<file path="config.mk">
export PLATFORM = sky130hd
export DESIGN_NAME = flc_ram
export DESIGN_NICKNAME = d
export VERILOG_FILES = /design/src/rtl/core/flc_ram.sv
export SDC_FILE = /design/constraint.sdc
export NUM_CORES = 1
export LEC_CHECK = 0
export BUFFER_PORTS_ARGS = -buffer_cell sky130_fd_sc_hd__buf_2
export CORE_MARGIN = 2
export CORE_UTILIZATION = 50
export DETAILED_ROUTE_END_ITERATION = 8
export GPL_ROUTABILITY_DRIVEN = 1
export PLACE_DENSITY = 0.75
export SYNTH_ARGS = -nofsm -noshare
export SYNTH_HDL_FRONTEND = slang
export SYNTH_SLANG_ARGS = --single-unit
</file>
<file path="constraint.sdc">
create_clock -name i_clk -period 6.25 [get_ports i_clk]
set_input_delay 0.3125 -clock i_clk [delete_from_list [all_inputs] [get_ports i_clk]]
set_output_delay 0.3125 -clock i_clk [all_outputs]
set_load 0.1 [all_outputs]
</file>
<file path="src/rtl/core/flc_ram.sv">
// Generic single-write, single-read RAM with registered read data.
module flc_ram #(
    parameter int W = 32,
    parameter int D = 32
) (
    input  logic                 i_clk,
    input  logic                 i_we,
    input  logic [$clog2(D)-1:0] i_waddr,
    input  logic [W-1:0]         i_wdata,
    input  logic [$clog2(D)-1:0] i_raddr,
    output logic [W-1:0]         o_rdata
);

    logic [W-1:0] r_mem [D];
    logic [W-1:0] r_rdata;

    always_ff @(posedge i_clk) begin
        if (i_we) begin
            r_mem[i_waddr] <= i_wdata;
        end
        r_rdata <= r_mem[i_raddr];
    end

    assign o_rdata = r_rdata;

endmodule

</file>
## Word-level counts from Yosys, hierarchy flattened

Memories as Yosys holds them, arrays and structs flattened. A register that Yosys moved wholly into a read port is not among the register bits.
Cells that the tools add are included.

| word-level totals | value |
|---|---|
| bits in registers | 0 |
| RAM bits | 1024 |
| input port bits | 44 |
| output and inout bits | 32 |
| logic and storage cells | 3 |
| memories | 1 |

Memories:

| name | depth | width | rd ports | clocked after memory_dff | wr ports | RTL line | RTL |
|---|---|---|---|---|---|---|---|
| r_mem | 32 | 32 | 1 | 1 | 1 | 14 | `logic [W-1:0] r_mem [D];` |

| cells by class | value |
|---|---|
| multiplexer cells | 2 |

Operators with widths:

| operator | number |
|---|---|
| $mux 1 | 2 |

## Depth between registers and ports, before layout

| depth | value |
|---|---|
| depth in word-level cells | 2 |
| gate-level depth with buffers | 8 |
| depth with buffers taken out | 5 |

## Worst setup path before layout

OpenSTA, ideal clock, no wires.

| timing | value |
|---|---|
| path kind | input port to flip-flop |
| from | input i_waddr[1] |
| to | memory r_mem[12][0] (enable) |
| library setup time | 421 ps |
| data arrival time | 2325 ps |
| required time | 5829 ps |
| slack | 3503 ps |
| stages | 3 |
| path buffers | 1 |
| cells stage by stage | or3b_2 -> clkbuf_1 -> nor2_1 |

RTL lines:

| element | RTL line | RTL |
|---|---|---|
| from (decl) | 8 | `input logic [$clog2(D)-1:0] i_waddr,` |
| to (decl) | 14 |  |

No word-level cell before the write port.

==> results by group <==
Global route
  – Number of global-route vias before repair: 21385
  – Initial antenna violation count: 4
  – GRT overflow: 0
  – Total global-route track usage: 23.0%
  – Met3 Resource Use GR: 3.63%
  – GR Util met1: 31.0%
  – Most Crowded Layer GR: met2
  – First-pass GRT wire length: 140000 um
  – Met2 Track Usage GR: 38.5%
  – Pin count of the biggest net entering global routing: 112

Setup path
  – Nature of the critical path endpoint: register
  – CP Data Arrival Time: 2.84 ns
  – Critical path class: in -> reg
  – CP startpoint kind: primary input
  – Critical-path maximum fanout: 60
  – Critical Path RT: 6.76 ns

Yosys
  – Area leader, netlist: edfxtp_1
  – Mapped Cells: 2260
  – Synth warnings: 0
  – Synth top area share: 76.0%
  – Seq/Total Area, Yosys: 77.5%
  – Library cells used by synthesis: 25
  – Synth Net Count: 2304
  – Synthesized area: 40500 um^2
  – Syn Area/Cell: 17.9 um^2
  – Register bit total from synthesis: 1056
  – Main area contributors after synthesis: edfxtp_1, mux2i_1, a22oi_1, dfxtp_1, a22o_1

Run status
  – Status: finished clean

Routing
  – Routed Antenna Nets: 0
  – WL final: 96400 um
  – Vias: 21367
  – Residual DRC: 0
  – DR WL/cell: 27.6 um
  – Router iterations before antenna repair: 5
  – Vias per inst: 6.12
  – Drt initial violations: 2583

STA
  – Worst setup slack after layout: 3.92 ns
  – Setup violators final: 0
  – Final hold slack: 0.172 ns
  – Clock skew: 0.0209 ns
  – Slew Viols, Final: 0
  – Fmax: 430 MHz
  – RSZ-0062 raised after global routing: no
  – Crit path time final: 2.33 ns
  – TNS Setup: 0 ns
  – Slew headroom: 12.5%
  – Fin crit share: 37.2%
  – Number of hold violations in the final report: 0
  – Worst slew pin tran: 1.31 ns

Cells and area
  – Fin util: 56.4%
  – Register Area: 31400 um^2
  – Fillers: 5836
  – Most frequent cells in the layout: edfxtp_1, mux2i_1, clkbuf_16
  – Multi-input logic area: 8610 um^2
  – Commonest non-fill, non-tap cell in the layout: edfxtp_1
  – Area Overhead vs Synth: 11.8%
  – Layout cells sized above 1: 12.6%
  – Nets: 2398

Clock network
  – CTS tree: built
  – Clk Latency, worst-skew pair: 0.65 ns
  – Post-CTS Setup Bufs: 0
  – Hold_buf cts: 0
  – Num CTS Buffers: 98
  – CTS Root Cell: clkbuf_16
  – Clk sinks: 1056
  – H-Tree Depth: 3
  – Maximum root-to-sink buffer count: 3
  – Clock transition at path regs: 0.06 ns
  – CTS resizes: 0

Power and ir drop
  – Pwr/cell area: 324 nW/um^2
  – Leakage: 0.0157 uW
  – Maximum VDD drop: 0.000183 V

Floorplan
  – Num rows: 104
  – Die Ht: 289 um
  – Die area: 83300 um^2
  – Initial Utilization: 50.4%
  – Die width: 289 um
  – I/O pin count: 76
  – Core Footprint: 80300 um^2

Placement
  – Post-DP HPWL: 48600 um
  – Port bufs: 75
  – Setup WS pre-CTS: 3.30 ns
  – GPL Wtd Cong: 0.759

Hold path
  – Worst Hold Class: in -> reg

Job
  – MaxCap Viol Count: 0
routing by layer:
layer	part of all wire [%]	up-vias	wire length (um)
met2	50	1062	47900
met1	40	10955	38300
met5	0.054	-	52
met3	8.0	183	7720
met4	2.6	8	2510
li1	-	9159	-
state kept, by name (all words and copies together), names as in the netlist:
| register | flops |
|---|---|
| o_rdata | 32 |
| r_mem | 1024 |
synth_stat cells (all sizes together):
| cell | n |
|---|---|
| nor2 | 34 |
| nand2b | 2 |
| a22o | 64 |
| and2b | 1 |
| nor3 | 32 |
| nand3 | 98 |
| and2 | 1 |
| buf | 79 |
| nor2b | 1 |
| or3b | 3 |
| a31oi | 32 |
| or2 | 1 |
| clkbuf | 48 |
| nand2 | 98 |
| nand3b | 5 |
| a22oi | 96 |
| a21oi | 96 |
| or3 | 1 |
| mux2i | 512 |
| edfxtp | 1024 |
| dfxtp | 32 |
power by group:
group	total, uW	switching [uW]	internal, uW
clock network	5840	2480	3360
registers	7920	44.6	7870
logic	911	681	230
worst max-delay path: stages:
cell	delay, ns
buf_2	0.14
and2b_4	1.00
buf_4	0.66
a22o_1	0.24
nor3_1	0.06
a31oi_1	0.27
nand3_1	0.11
metrics by stage:
step	cells	total power (uW)	area (um^2)
6_report	3494	14700	45300
5_1_grt	3493	15100	45300
4_1_cts	3493	14700	45300
3_5_place_dp	3314	8970	42100
3_3_place_gp	3314	8950	42100
2_1_floorplan	2260	8660	40500
layout make-up:
type	count	area share (%)
diodes	1	0.00553
clock buffers	126	5.92
clock inverters	53	1.04
multi-input cells	1077	19.0
flip-flops and latches	1056	69.3
well taps	1060	2.93
repair buffers	121	1.75
final timing paths:
| kind | start | to | slack [ns] | cells past startpoint |
|---|---|---|---|---|
| setup / recovery | i_raddr[2] | o_rdata[0] | 3.92 | 7 |
| hold / removal | i_wdata[0] | r_mem[29][0] | 0.17 | 1 |
| setup reg to reg | r_mem[7][10] | o_rdata[10] | 4.81 | 5 |
| hold reg to reg | r_mem[10][27] | o_rdata[27] | 0.61 | 4 |
cell families (layout without fill, tap and decap cells):
group,Yosys count,after routing,share of synthesized area [%]
flops,1056,1056,77.5
mux,512,512,12.7
compound gates,288,288,4.85
simple gates,277,277,3.10
buf+inv,127,300,1.86
other cells,0,1,0
Power figures use the tool's default switching activity.
